`src/utf8d_pkg.sv`:
```
package utf8d_pkg;

    // field widths
    localparam int BYTE_W = 8;
    localparam int CP_W   = 21;
    localparam int CNT_W  = 2;
    localparam int LEN_W  = 3;

    // replacement character for a bad byte
    localparam logic [CP_W-1:0] REPL_CP = 21'h00FFFD;

    // sequence lengths told by a lead byte
    localparam logic [LEN_W-1:0] LEN_NONE = 3'd0;
    localparam logic [LEN_W-1:0] LEN_TWO  = 3'd2;
    localparam logic [LEN_W-1:0] LEN_THREE = 3'd3;
    localparam logic [LEN_W-1:0] LEN_FOUR = 3'd4;

    // lead byte patterns
    localparam logic [BYTE_W-1:0] MASK_2  = 8'hE0;
    localparam logic [BYTE_W-1:0] LEAD_2  = 8'hC0;
    localparam logic [BYTE_W-1:0] MASK_3  = 8'hF0;
    localparam logic [BYTE_W-1:0] LEAD_3  = 8'hE0;
    localparam logic [BYTE_W-1:0] MASK_4  = 8'hF8;
    localparam logic [BYTE_W-1:0] LEAD_4  = 8'hF0;
    localparam logic [BYTE_W-1:0] MASK_CONT = 8'hC0;
    localparam logic [BYTE_W-1:0] CONT    = 8'h80;

    // results of one item: a run of replacements, then an optional tail result
    typedef struct packed {
        logic [CNT_W-1:0] nrep;
        logic             tail_vld;
        logic [CP_W-1:0]  tail_cp;
        logic             tail_rep;
        logic             str_end;
    } bundle_t;

    // length of the sequence a lead byte opens, zero if not a lead byte
    function automatic logic [LEN_W-1:0] seq_len(input logic [BYTE_W-1:0] b);
        logic [LEN_W-1:0] len;
        len = LEN_NONE;
        if ((b & MASK_2) == LEAD_2) begin
            len = LEN_TWO;
        end else if ((b & MASK_3) == LEAD_3) begin
            len = LEN_THREE;
        end else if ((b & MASK_4) == LEAD_4) begin
            len = LEN_FOUR;
        end
        return len;
    endfunction

endpackage

```
`src/utf8d_decode.sv`:
```
module utf8d_decode (
    input  logic                          aclk,
    input  logic                          aresetn,
    input  logic [utf8d_pkg::BYTE_W-1:0]  byte_in,
    input  logic                          str_end,
    input  logic                          fire,
    output utf8d_pkg::bundle_t            bundle,
    output logic                          has_result
);

    logic [utf8d_pkg::CNT_W-1:0]  cnt_reg, cnt_next;
    logic [utf8d_pkg::LEN_W-1:0]  exp_reg, exp_next;
    logic [utf8d_pkg::BYTE_W-1:0] pb_reg [0:2];
    logic [utf8d_pkg::BYTE_W-1:0] pb_next [0:2];

    logic                         pend;
    logic                         cont;
    logic                         complete;
    logic [utf8d_pkg::LEN_W-1:0]  len;
    logic [utf8d_pkg::CP_W-1:0]   cp_full;

    assign pend = (cnt_reg != '0);
    assign cont = ((byte_in & utf8d_pkg::MASK_CONT) == utf8d_pkg::CONT);
    assign len  = utf8d_pkg::seq_len(byte_in);
    assign complete = pend && cont && (({1'b0, cnt_reg} + 3'd1) >= exp_reg);

    // assemble the code point of a finished sequence
    always_comb begin
        case (exp_reg)
            utf8d_pkg::LEN_TWO: begin
                cp_full = {10'd0, pb_reg[0][4:0], byte_in[5:0]};
            end
            utf8d_pkg::LEN_THREE: begin
                cp_full = {5'd0, pb_reg[0][3:0], pb_reg[1][5:0], byte_in[5:0]};
            end
            default: begin
                cp_full = {pb_reg[0][2:0], pb_reg[1][5:0], pb_reg[2][5:0], byte_in[5:0]};
            end
        endcase
    end

    // next state and results of the item in the input register
    always_comb begin
        cnt_next   = cnt_reg;
        exp_next   = exp_reg;
        pb_next[0] = pb_reg[0];
        pb_next[1] = pb_reg[1];
        pb_next[2] = pb_reg[2];
        bundle.nrep     = '0;
        bundle.tail_vld = 1'b0;
        bundle.tail_cp  = utf8d_pkg::REPL_CP;
        bundle.tail_rep = 1'b1;
        bundle.str_end  = str_end;

        if (complete) begin
            bundle.tail_vld = 1'b1;
            bundle.tail_cp  = cp_full;
            bundle.tail_rep = 1'b0;
            cnt_next = '0;
            exp_next = utf8d_pkg::LEN_NONE;
        end else if (pend && cont) begin
            // another continuation byte of an unfinished sequence
            case (cnt_reg)
                2'd1:    pb_next[1] = byte_in;
                default: pb_next[2] = byte_in;
            endcase
            cnt_next = cnt_reg + 2'd1;
            if (str_end) begin
                bundle.nrep     = cnt_reg;
                bundle.tail_vld = 1'b1;
                cnt_next = '0;
                exp_next = utf8d_pkg::LEN_NONE;
            end
        end else begin
            // broken sequence: each held byte is replaced
            bundle.nrep = cnt_reg;
            cnt_next = '0;
            exp_next = utf8d_pkg::LEN_NONE;
            // decode this byte as a fresh start
            if (!byte_in[7]) begin
                bundle.tail_vld = 1'b1;
                bundle.tail_cp  = {13'd0, byte_in};
                bundle.tail_rep = 1'b0;
            end else if (len != utf8d_pkg::LEN_NONE) begin
                pb_next[0] = byte_in;
                if (str_end) begin
                    bundle.tail_vld = 1'b1;
                end else begin
                    cnt_next = 2'd1;
                    exp_next = len;
                end
            end else begin
                bundle.tail_vld = 1'b1;
            end
        end
    end

    assign has_result = bundle.tail_vld || (bundle.nrep != '0);

    // sequence state
    always_ff @(posedge aclk) begin
        if (!aresetn) begin
            cnt_reg <= '0;
            exp_reg <= utf8d_pkg::LEN_NONE;
        end else if (fire) begin
            cnt_reg <= cnt_next;
            exp_reg <= exp_next;
        end
    end

    // held bytes
    always_ff @(posedge aclk) begin
        if (fire) begin
            pb_reg[0] <= pb_next[0];
            pb_reg[1] <= pb_next[1];
            pb_reg[2] <= pb_next[2];
        end
    end

    // a held sequence always has room for at least one more byte
    a_cnt_below_len: assert property (@(posedge aclk) disable iff (!aresetn)
        pend |-> (({1'b0, cnt_reg} < exp_reg) &&
                  (exp_reg == utf8d_pkg::LEN_TWO || exp_reg == utf8d_pkg::LEN_THREE ||
                   exp_reg == utf8d_pkg::LEN_FOUR)))
        else $error("held count out of step with sequence length");

    // nothing held means no length recorded
    a_empty_no_len: assert property (@(posedge aclk) disable iff (!aresetn)
        !pend |-> (exp_reg == utf8d_pkg::LEN_NONE))
        else $error("sequence length left over with nothing held");

    // an item that ends the string leaves nothing held
    a_end_clears: assert property (@(posedge aclk) disable iff (!aresetn)
        (fire && str_end) |=> !pend)
        else $error("bytes still held after string end");

endmodule

```
`src/utf8d_emit.sv`:
```
module utf8d_emit (
    input  logic                         aclk,
    input  logic                         aresetn,
    input  logic                         load,
    input  utf8d_pkg::bundle_t           bundle,
    output logic                         ready,
    output logic                         m_tvalid,
    input  logic                         m_tready,
    output logic [23:0]                  m_tdata,   // [20:0] code_point
    output logic [1:0]                   m_tuser,   // [0] replaced, [1] run_last
    output logic                         m_tlast    // final_result
);

    logic                          vld_reg, vld_next;
    logic [utf8d_pkg::CNT_W-1:0]   rep_reg, rep_next;
    logic                          tvld_reg;
    logic [utf8d_pkg::CP_W-1:0]    tcp_reg;
    logic                          trep_reg;
    logic                          end_reg;

    logic                          out_last;
    logic                          take;
    logic [utf8d_pkg::CP_W-1:0]    out_cp;
    logic                          out_rep;

    // replacements go out first, then the tail result
    assign out_last = (rep_reg == '0) || (rep_reg == 2'd1 && !tvld_reg);
    assign out_cp   = (rep_reg != '0) ? utf8d_pkg::REPL_CP : tcp_reg;
    assign out_rep  = (rep_reg != '0) ? 1'b1 : trep_reg;
    assign take     = vld_reg && m_tready;
    assign ready    = !vld_reg || (take && out_last);

    assign m_tvalid = vld_reg;
    assign m_tdata  = {3'd0, out_cp};
    assign m_tuser  = {out_last, out_rep};
    assign m_tlast  = out_last && end_reg;

    // result sequencing
    always_comb begin
        vld_next = vld_reg;
        rep_next = rep_reg;
        if (load) begin
            vld_next = 1'b1;
            rep_next = bundle.nrep;
        end else if (take) begin
            if (out_last) begin
                vld_next = 1'b0;
            end else begin
                rep_next = rep_reg - 2'd1;
            end
        end
    end

    always_ff @(posedge aclk) begin
        if (!aresetn) begin
            vld_reg <= 1'b0;
            rep_reg <= '0;
        end else begin
            vld_reg <= vld_next;
            rep_reg <= rep_next;
        end
    end

    // tail result payload
    always_ff @(posedge aclk) begin
        if (load) begin
            tvld_reg <= bundle.tail_vld;
            tcp_reg  <= bundle.tail_cp;
            trep_reg <= bundle.tail_rep;
            end_reg  <= bundle.str_end;
        end
    end

    // a loaded set of results is never empty
    a_nonempty: assert property (@(posedge aclk) disable iff (!aresetn)
        vld_reg |-> (tvld_reg || rep_reg != '0))
        else $error("empty result set held for output");

    // replaced results always carry the replacement character
    a_repl_cp: assert property (@(posedge aclk) disable iff (!aresetn)
        (vld_reg && out_rep) |-> (out_cp == utf8d_pkg::REPL_CP))
        else $error("replaced result without replacement character");

    // a load only happens when the previous set is done
    a_no_overrun: assert property (@(posedge aclk) disable iff (!aresetn)
        load |-> (!vld_reg || (take && out_last)))
        else $error("result set overwritten before delivery");

endmodule

```
`src/utf8_stream_decoder.sv`:
```
// channel | dir | tdata                  | tuser                   | tlast
// s_      | in  | [7:0] byte_in          | -                       | string_end
// m_      | out | [20:0] code_point      | [0] replaced [1] run_last | final_result
//
// an input byte yields up to four results, which leave one by one on the single
// result port; the next byte is taken only as the last of these results goes out
// results pass from the input register through the decode logic to the output register on m_
// reset clears the sequence state and both valid flags; no clearing pass
// m_tready low holds the current result; one more byte waits in the input register
module utf8_stream_decoder (
    input  logic        aclk,
    input  logic        aresetn,
    input  logic        s_tvalid,
    output logic        s_tready,
    input  logic [7:0]  s_tdata,    // [7:0] byte_in
    input  logic        s_tlast,    // string_end
    output logic        m_tvalid,
    input  logic        m_tready,
    output logic [23:0] m_tdata,    // [20:0] code_point
    output logic [1:0]  m_tuser,    // [0] replaced, [1] run_last
    output logic        m_tlast     // final_result
);

    logic                          in_vld_reg, in_vld_next;
    logic [utf8d_pkg::BYTE_W-1:0]  in_byte_reg;
    logic                          in_end_reg;

    utf8d_pkg::bundle_t            bundle;
    logic                          has_result;
    logic                          emit_rdy;
    logic                          fire;
    logic                          load;

    // the held item is consumed once the output side can take its results
    assign fire     = in_vld_reg && emit_rdy;
    assign load     = fire && has_result;
    assign s_tready = !in_vld_reg || fire;

    // input register
    always_comb begin
        in_vld_next = in_vld_reg;
        if (s_tvalid && s_tready) begin
            in_vld_next = 1'b1;
        end else if (fire) begin
            in_vld_next = 1'b0;
        end
    end

    always_ff @(posedge aclk) begin
        if (!aresetn) begin
            in_vld_reg <= 1'b0;
        end else begin
            in_vld_reg <= in_vld_next;
        end
    end

    always_ff @(posedge aclk) begin
        if (s_tvalid && s_tready) begin
            in_byte_reg <= s_tdata;
            in_end_reg  <= s_tlast;
        end
    end

    utf8d_decode u_decode (
        .aclk       (aclk),
        .aresetn    (aresetn),
        .byte_in    (in_byte_reg),
        .str_end    (in_end_reg),
        .fire       (fire),
        .bundle     (bundle),
        .has_result (has_result)
    );

    utf8d_emit u_emit (
        .aclk     (aclk),
        .aresetn  (aresetn),
        .load     (load),
        .bundle   (bundle),
        .ready    (emit_rdy),
        .m_tvalid (m_tvalid),
        .m_tready (m_tready),
        .m_tdata  (m_tdata),
        .m_tuser  (m_tuser),
        .m_tlast  (m_tlast)
    );

endmodule

```
`config.mk`:
```
export PLATFORM = sky130hd
export DESIGN_NAME = utf8_stream_decoder
export DESIGN_NICKNAME = d
export VERILOG_FILES = /design/src/utf8d_pkg.sv /design/src/utf8d_decode.sv /design/src/utf8d_emit.sv /design/src/utf8_stream_decoder.sv
export SDC_FILE = /design/constraint.sdc
export NUM_CORES = 1
export LEC_CHECK = 0
export BUFFER_PORTS_ARGS = -buffer_cell sky130_fd_sc_hd__buf_2
export CORE_MARGIN = 2
export CORE_UTILIZATION = 40
export CTS_CLUSTER_DIAMETER = 120
export DETAILED_ROUTE_END_ITERATION = 10
export SYNTH_ARGS = -nofsm -noshare
export SYNTH_HDL_FRONTEND = slang
export SYNTH_SLANG_ARGS = --single-unit
export TNS_END_PERCENT = 20
```
`constraint.sdc`:
```
create_clock -name aclk -period 9.8 [get_ports aclk]
set_input_delay 2.45 -clock aclk [delete_from_list [all_inputs] [get_ports aclk]]
set_output_delay 2.45 -clock aclk [all_outputs]
set_load 0.01 [all_outputs]
```
# == Word level (Yosys, flattened, before mapping) ==
# Memories as Yosys holds them, arrays and structs flattened.
# Cells that the tools add are included.
# op_classes
add_sub_neg,3
n_reduce_logical,27
mux,44
eq_ne,10
magnitude_cmp,1
# op_table
op,n
21-bit one-hot mux with 2 select lines,1
8-bit two-way mux,5
3-bit two-way mux,11
24-bit two-way mux,1
23-bit two-way mux,1
22-bit two-way mux,1
21-bit two-way mux,1
2-bit two-way mux,9
17-bit two-way mux,1
16-bit two-way mux,1
1-bit two-way mux,12
2-bit nonzero test,6
1-bit logical AND,9
"3-bit by 2-bit equality test with 1-bit output, second input constant",2
2-bit AND reduction,3
"5-bit equality test, second input constant",1
"2-bit by 1-bit equality test with 1-bit output, second input constant",2
"4-bit equality test, second input constant",1
1-bit logical OR,4
"2-bit by 1-bit adder with 3-bit output, second input constant",1
"3-bit equality test, second input constant",1
3-bit >= comparator,1
1-bit zero test,3
"3-bit by 2-bit inequality test with 1-bit output, second input constant",1
other kinds (6),6
# totals
reg_bits,42
output_inout_bits,29
memories,1
elab_cells,97
ramBits,24
# mem_list
memory,words,width,read_ports,rd_clocked_by_memory_dff,wr,line_no,text
u_decode.pb_reg,3,8,3,0,3,utf8d_decode.sv:13,logic [utf8d_pkg::BYTE_W-1:0] pb_reg [0:2];

# == Longest topological paths before layout ==
# Gate-level depths: netlist (run 1).
# depth
word_depth,14
mapped_depth,9
depth_no_buf,9

# == Cells and area by module ==
# From an unflattened synthesis (run 1), not the netlist that was laid out.
# hier_totals
cells_unflattened,225
area_unflattened_um2,2785.2
# by_module_without_submodules
mod,area_per_inst_um2,seq_area_each_um2,n_inst,cells_per_inst
utf8d_decode,1333.8,610.6,1,131
utf8d_emit,1108.6,780.7,1,78
utf8_stream_decoder,342.8,290.3,1,16

# == Least setup slack after synthesis (run 1) ==
# No wires, ideal clock.
# synth_timing
path_type,input-to-output
startpoint,input m_tready
endpoint,output s_tready
required_ns,7.350
path_slack_ns,4.601
arrival_time_ns,2.749
n_path_buf,0
path_stages,2
cell_sequence,a21oi_1 > nand2_1
# synth_between
elab_chain_cells,5
# synth_rtl
element,line_no,text
"start, declared",utf8_stream_decoder.sv:18,"input logic m_tready,"
1-bit logical AND,utf8d_emit.sv:30,assign take = vld_reg && m_tready;
1-bit logical AND,utf8d_emit.sv:31,assign ready = !vld_reg || (take && out_last);
1-bit logical OR,utf8d_emit.sv:31,
1-bit logical AND,utf8_stream_decoder.sv:35,assign fire = in_vld_reg && emit_rdy;
1-bit logical OR,utf8_stream_decoder.sv:37,assign s_tready = !in_vld_reg || fire;
"end, declared",utf8_stream_decoder.sv:14,"output logic s_tready,"
# No other way between the ends.

# == Worst setup path after layout (run 1) ==
# Same ends and word-level chain as after synthesis.

==> results of run 1 <==
==> worst register-to-register path: stages (launching register included) <==
cell,delay (ns)
dfxtp_1,0.33
inv_1,0.07
ha_1,0.70
or2b_4,0.25
o221ai_4,0.15
o21bai_2,0.28
o22ai_2,0.42
buf_4,0.36
==> area by class of cell <==
cell class | count | area (um2) | share of cell area (%)
Timing Repair Buffer | 42 | 220 | 6.77
Tap cell | 80 | 100 | 3.08
Sequential cell | 59 | 1680 | 51.7
Clock buffer | 9 | 124 | 3.81
Inverter | 10 | 37.5 | 1.15
Multi-Input combinational cell | 151 | 1010 | 31.1
Clock inverter | 7 | 76.3 | 2.35
==> cell usage after synthesis (2+ instances only) <==
library cell / number
a211oi_1: 2
a21boi_0: 2
a21boi_1: 3
a21oi_1: 9
and2_1: 8
buf_4: 6
clkbuf_1: 7
dfxtp_1: 9
edfxtp_1: 50
ha_1: 8
inv_1: 10
mux2i_1: 5
nand2_1: 21
nand2b_1: 22
nor2_1: 15
nor3b_1: 5
nor4_1: 2
o21a_1: 6
o21ai_0: 12
o221a_2: 4
or2_0: 2
or2b_1: 2
==> through the flow <==
step	instance area, um2	hold WS [ns]	worst slack [ns]	util, %	cells
5_1_grt	3250	0.507	4.26	48.1	358
3_5_place_dp	3050	0.460	4.33	45.2	342
2_1_floorplan	2800	0.439	4.60	-	234
3_3_place_gp	3050	0.456	4.34	45.2	342
4_1_cts	3250	0.468	4.33	48.1	358
6_report	3250	0.467	4.33	48.1	358
==> layer usage <==
metal,track usage (%),part of all wire (%)
met1,19.3,47
met2,21.3,46
met3,3.39,4.8
met5,0,0
met4,7.97,2.1
==> worst max path at each step <==
stage | from | end | slack, ns | cells past startpoint
detailed placement | m_tready | s_tready | 4.33 | 4
finish | m_tready | s_tready | 4.33 | 4
global placement | m_tready | s_tready | 4.34 | 4
global route | m_tready | s_tready | 4.26 | 4
floorplan | m_tready | s_tready | 4.60 | 2
CTS | m_tready | s_tready | 4.33 | 4
==> logic make-up (layout without fill, tap and decap cells) <==
kind of cell	after synthesis	in the layout	synth area share [%]
flip-flops	59	59	60.2
buffers and inverters	24	68	4.03
AO/OA/AOI/OAI	46	46	12.2
AND/OR/NAND/NOR	89	89	18.0
multiplexers	5	5	1.79
other	1	3	0.134
adder cells (fa/ha/maj)	8	8	3.58
==> power breakdown <==
part | total [mW] | switching (mW) | internal (mW)
logic | 0.0542 | 0.0316 | 0.0226
clock network | 0.218 | 0.100 | 0.118
registers | 0.289 | 0.00612 | 0.283
total | 0.562 | 0.138 | 0.424
==> run metrics, run 1 <==
run status complete, no violations; Total Routing Usage GR 14.3%; overall die area 7670 um2; count of standard-cell rows 30; antenna violations before repair 0; final setup violating endpoints 0; sequence of cells on the critical path buf_2 > a21oi_1 > nand2_1 > buf_2; wire length of the first global-routing pass 8050 um; worst voltage drop across the vdd grid 0.109 mV; most used flip-flop cell after synthesis edfxtp_1; number of CTS-inserted buffers 9; number of global-route vias before repair 1638; number of synthesized register bits 59; Bufs and invs on worst path 2; final total power 562 uW; startpoint type of the worst setup path primary input; nets@finish 294; number of enable-type register cells in the synthesized netlist 50; slew at the pin closest to its max-slew limit 1.09 ns; Avg WL per Cell 13.8 um; average via count per standard cell 5.02; reg-to-reg slack, setup 6.90 ns; flip-flop count of the largest register after layout 21; Max-cap violations 0; worst hold start u_decode.exp_reg[1]; slowest stage cell, crit path a21oi_1; detailed-route wire length 4940 um; required time reported for the critical path endpoint 7.35 ns; Chip Height 87.6 um; Placer Congestion 0.859; post_cts resized 0; worst max-slew margin expressed relative to the limit 27.1%; Critical Path AT 3.02 ns; number of clock sinks 59; Final Hold Viols 0; cell count after synthesis 232; WHS Path Cells 2; largest fanout of any net on the critical path 3; average cell area after synthesis 12.0 um2; synthesized area 2790 um2; RSZ-0062 raised after global routing false; share of async-settable or async-resettable flops after synthesis 0%; initial DRC count 113; P_leak 1.17 nW; Final Max Slew Viols 0; fraction of final layout cells with drive strength greater than 1 25.9%; kind of cell adding the most delay to the critical path buffers and inverters; Final min period 5.47 ns; top achievable clock speed 0.183 GHz; worst clock skew 0.00758 ns; post-synth top area cell edfxtp_1; maximum number of pins on one net before global-route repair 27; hold_buf cts 0; commonest non-fill, non-tap cell in the layout edfxtp_1; worst-case reg-to-reg path depth 7; total power per unit cell area 173 nW/um2; category of the critical setup timing path in -> out; number of unique standard cell types used by synthesis 44; count of buffers added by post-CTS timing repair for setup 0; number of fill cells in the layout 645; stage delay of the slowest cell on the critical path 0.21 ns; diodes inserted 0; type of destination of the critical path output pin; clock-pin slew on the worst setup and hold paths 0.07 ns; number of search-and-repair iterations in the first detailed-routing pass 4; cell repeated most along the worst path buf_2; dpl hpwl 3400 um; final antenna-violating net count 0; I/O pin count 42; starting density of the core 41.3%; startpoint of the most critical register-to-register path u_emit.rep_reg[0]; count of port buffers added during placement 38; vias after detailed routing 1796; Post-Route Setup TNS 0 ns; Clock Path Buffers 2; DIE WIDTH 87.6 um; clock tree from TritonCTS done; htree depth 3; final routed DRC violation total 0; destination of the worst hold path u_decode.exp_reg[1]; class of the worst hold path reg -> reg; fraction of the cycle the final worst path needs 55.8%; Reg-to-Reg End u_emit.tcp_reg[14]; synth warn 0; fraction of the yosys area taken by sequential cells 60.2%; area share of the leading cell type in the synthesized netlist 53.8%; leading cell types by total area after synthesis edfxtp_1, dfxtp_1, nand2b_1; synth-to-layout area growth 16.4%; root cell of the clock tree clkbuf_8; Floorplan Core Area 6760 um2; clock latency on the worst-skew pair 0.34 ns; commonest non-fill, non-tap cells in the layout edfxtp_1, buf_2, nand2b_1; global route overflow 0
Note: power is estimated with default switching activity, not from simulation.
==> inputs of run 2 (changes only) <==
ABC_AREA = 1   (was default)
clock period = 5.4 ns   (was 9.8 ns; I/O delays follow)
==> run 2 against run 1 <==
Cell count grew 20%. Via count grew 4.3%. Count of clock-buffer cells in the layout grew 2. Synthesized cell count grew 23%. Register-to-register slack lost 4.5 ns.
==> run metrics, run 2 <==
highest layer used for signal routing met4; synthesized area 2800 um2; hold slack final 0.468 ns; clock tree from TritonCTS done; commonest non-fill, non-tap cells in the layout inv_1, nand2_1, edfxtp_1; Post-synth top cells inv_1, nand2_1, edfxtp_1; Final Hold Viols 0; worst voltage drop across the vdd grid 0.173 mV; fraction of the cycle the final worst path needs 62.7%; routed wire length on met2 2200 um; dpl hpwl 3530 um; maximum number of pins on one net before global-route repair 25; post_cts resized 0; count of buffers added by post-CTS timing repair for setup 0; Final min period 3.39 ns; slew at the pin closest to its max-slew limit 0.905 ns; Critical Path AT 2.04 ns; synth warn 0; starting density of the core 41.3%; net load switching power 250 uW; RSZ-0062 raised after global routing false; Int Power 813 uW; run status complete, no violations; I/O pin count 42; total power per unit cell area 326 nW/um2; clock latency on the worst-skew pair 0.33 ns; Clock Path Buffers 2; nets@finish 348; antenna violations before repair 0; type of destination of the critical path output pin; xor-xnor portion of the synthesized cell area 0%; diodes inserted 0; most frequently used cell type in the post-synthesis netlist inv_1; DIE WIDTH 87.7 um; htree depth 3; most used flip-flop cell after synthesis edfxtp_1; Total Routing Usage GR 14.0%; leading cell types by total area after synthesis edfxtp_1, inv_1, nand2_1; Placer Congestion 0.810; Final Max Slew Viols 0; share of power burned in the clock network 40.3%; clock-pin slew on the worst setup and hold paths 0.07 ns; Post-Route Setup TNS 0 ns; fraction of the mapped netlist area in simple logic gates 18.1%; average cell area after synthesis 9.80 um2; Avg WL per Cell 11.3 um; average via count per standard cell 4.38; fraction of the mapped netlist area in compound gates 7.23%; count of port buffers added during placement 38; largest family of logic cells by synthesized area simple AND/OR/NAND/NOR gates; share of async-settable or async-resettable flops after synthesis 0%; initial DRC count 76; number of global-route vias before repair 1784; post-synthesis share of cell area spent on full adders, half adders and majority gates 3.57%; number of enable-type register cells in the synthesized netlist 50; number of synthesized register bits 59; cell count after synthesis 286; number of CTS-inserted buffers 9; vias after detailed routing 1873; number of unique standard cell types used by synthesis 32; number of fill cells in the layout 647; largest fanout of any net on the critical path 23; number of clock sinks 59; proportion of power drawn by flip-flops and latches 49.6%; worst clock skew 0.00481 ns; required time reported for the critical path endpoint 4.05 ns; final antenna-violating net count 0; count of standard-cell rows 30; area share of the leading cell type in the synthesized netlist 53.5%; proportion of synthesized area in mux cells 0%; final standard cell count with taps included and fillers excluded 428; met3 layer wire length in the routed design 173 um; category of the critical setup timing path reg -> out; class of the worst hold path reg -> reg; Floorplan Core Area 6790 um2; fraction of the yosys area taken by sequential cells 60.0%; P_leak 1.47 nW; fraction of final layout cells with drive strength greater than 1 21.7%; Max-cap violations 0; switching power as a share of total power 23.5%; post-synth top area cell edfxtp_1; commonest non-fill, non-tap cell in the layout inv_1; root cell of the clock tree clkbuf_8; number of search-and-repair iterations in the first detailed-routing pass 4; synth-to-layout area growth 16.3%; final routed DRC violation total 0; final setup violating endpoints 0; wire length of the first global-routing pass 8020 um; Comb power frac 10.1%; detailed-route wire length 4820 um; placed cell count 412; global route overflow 0; top achievable clock speed 0.295 GHz; overall die area 7700 um2; DRT met1 WL 2340 um; flip-flop count of the largest register after layout 21; startpoint type of the worst setup path flip-flop; Chip Height 87.7 um; hold_buf cts 0; worst max-slew margin expressed relative to the limit 39.7%
## run 2: cell types whose count changed after synthesis, sizes merged, moves of 6 or more
cell,previous run,this run
nor3b,6,0
and2,8,0
nor2,15,22
o21a,6,0
nand3,1,13
nand2b,23,0
inv,10,64
nand2,22,64
nor3,1,7
## run 2: power groups by stage
stage / clock network (mW) / registers (mW) / logic, mW
final: 0.428 / 0.527 / 0.107
after global routing: 0.460 / 0.529 / 0.123
after CTS: 0.440 / 0.527 / 0.110
after detailed placement: 0 / 0.537 / 0.109
after global placement: 0 / 0.537 / 0.107
after floorplan: 0 / 0.533 / 0.0782
## run 2: final cells by class
type / count / area, um2 / share of cell area [%]
sequential: 59 / 1680 / 51.6
clock inverter: 5 / 77.6 / 2.38
inverter: 64 / 240 / 7.36
tap: 96 / 120 / 3.68
multi-input combinational: 155 / 821 / 25.2
timing repair buffer: 38 / 190 / 5.83
clock buffer: 11 / 131 / 4.03
## run 2: worst max-delay path: stages, from the launching register on
cell and delay [ns]:
dfxtp_1 0.32, inv_1 0.08, ha_1 0.65, a21oi_2 0.15, o21ai_4 0.22, inv_1 0.07, nand2_1 0.08, buf_2 0.13
## run 2: final timing paths
check | cells after the start | start | to | slack (ns)
setup / recovery | 7 | u_emit.rep_reg[0] | s_tready | 2.01
hold / removal | 2 | u_decode.exp_reg[1] | u_decode.exp_reg[1] | 0.47
setup reg to reg | 10 | u_decode.cnt_reg[0] | u_emit.tcp_reg[3] | 2.39
hold reg to reg | 2 | u_decode.exp_reg[1] | u_decode.exp_reg[1] | 0.47
## run 2: logic make-up after synthesis
group           Yosys count
simple gates            111
buf+inv                  74
flops                    59
compound gates           33
fa+ha+maj                 8
other cells               1
## run 2: routing by layer
metal  up-vias  track usage, %
met5         -               0
met4         0            9.51
met3         9            2.83
met2        47            21.8
met1       826            17.4
li1        991               -
## run 2: metrics by stage
step / worst slack [ns] / utilization [%] / power (mW) / instance area [um2]
2_1_floorplan: 2.29 / - / 0.612 / 2810
3_3_place_gp: 2.10 / 44.9 / 0.644 / 3050
3_5_place_dp: 2.10 / 44.9 / 0.647 / 3050
4_1_cts: 1.94 / 48.0 / 1.08 / 3260
5_1_grt: 1.79 / 48.0 / 1.11 / 3260
6_report: 2.01 / 48.0 / 1.06 / 3260
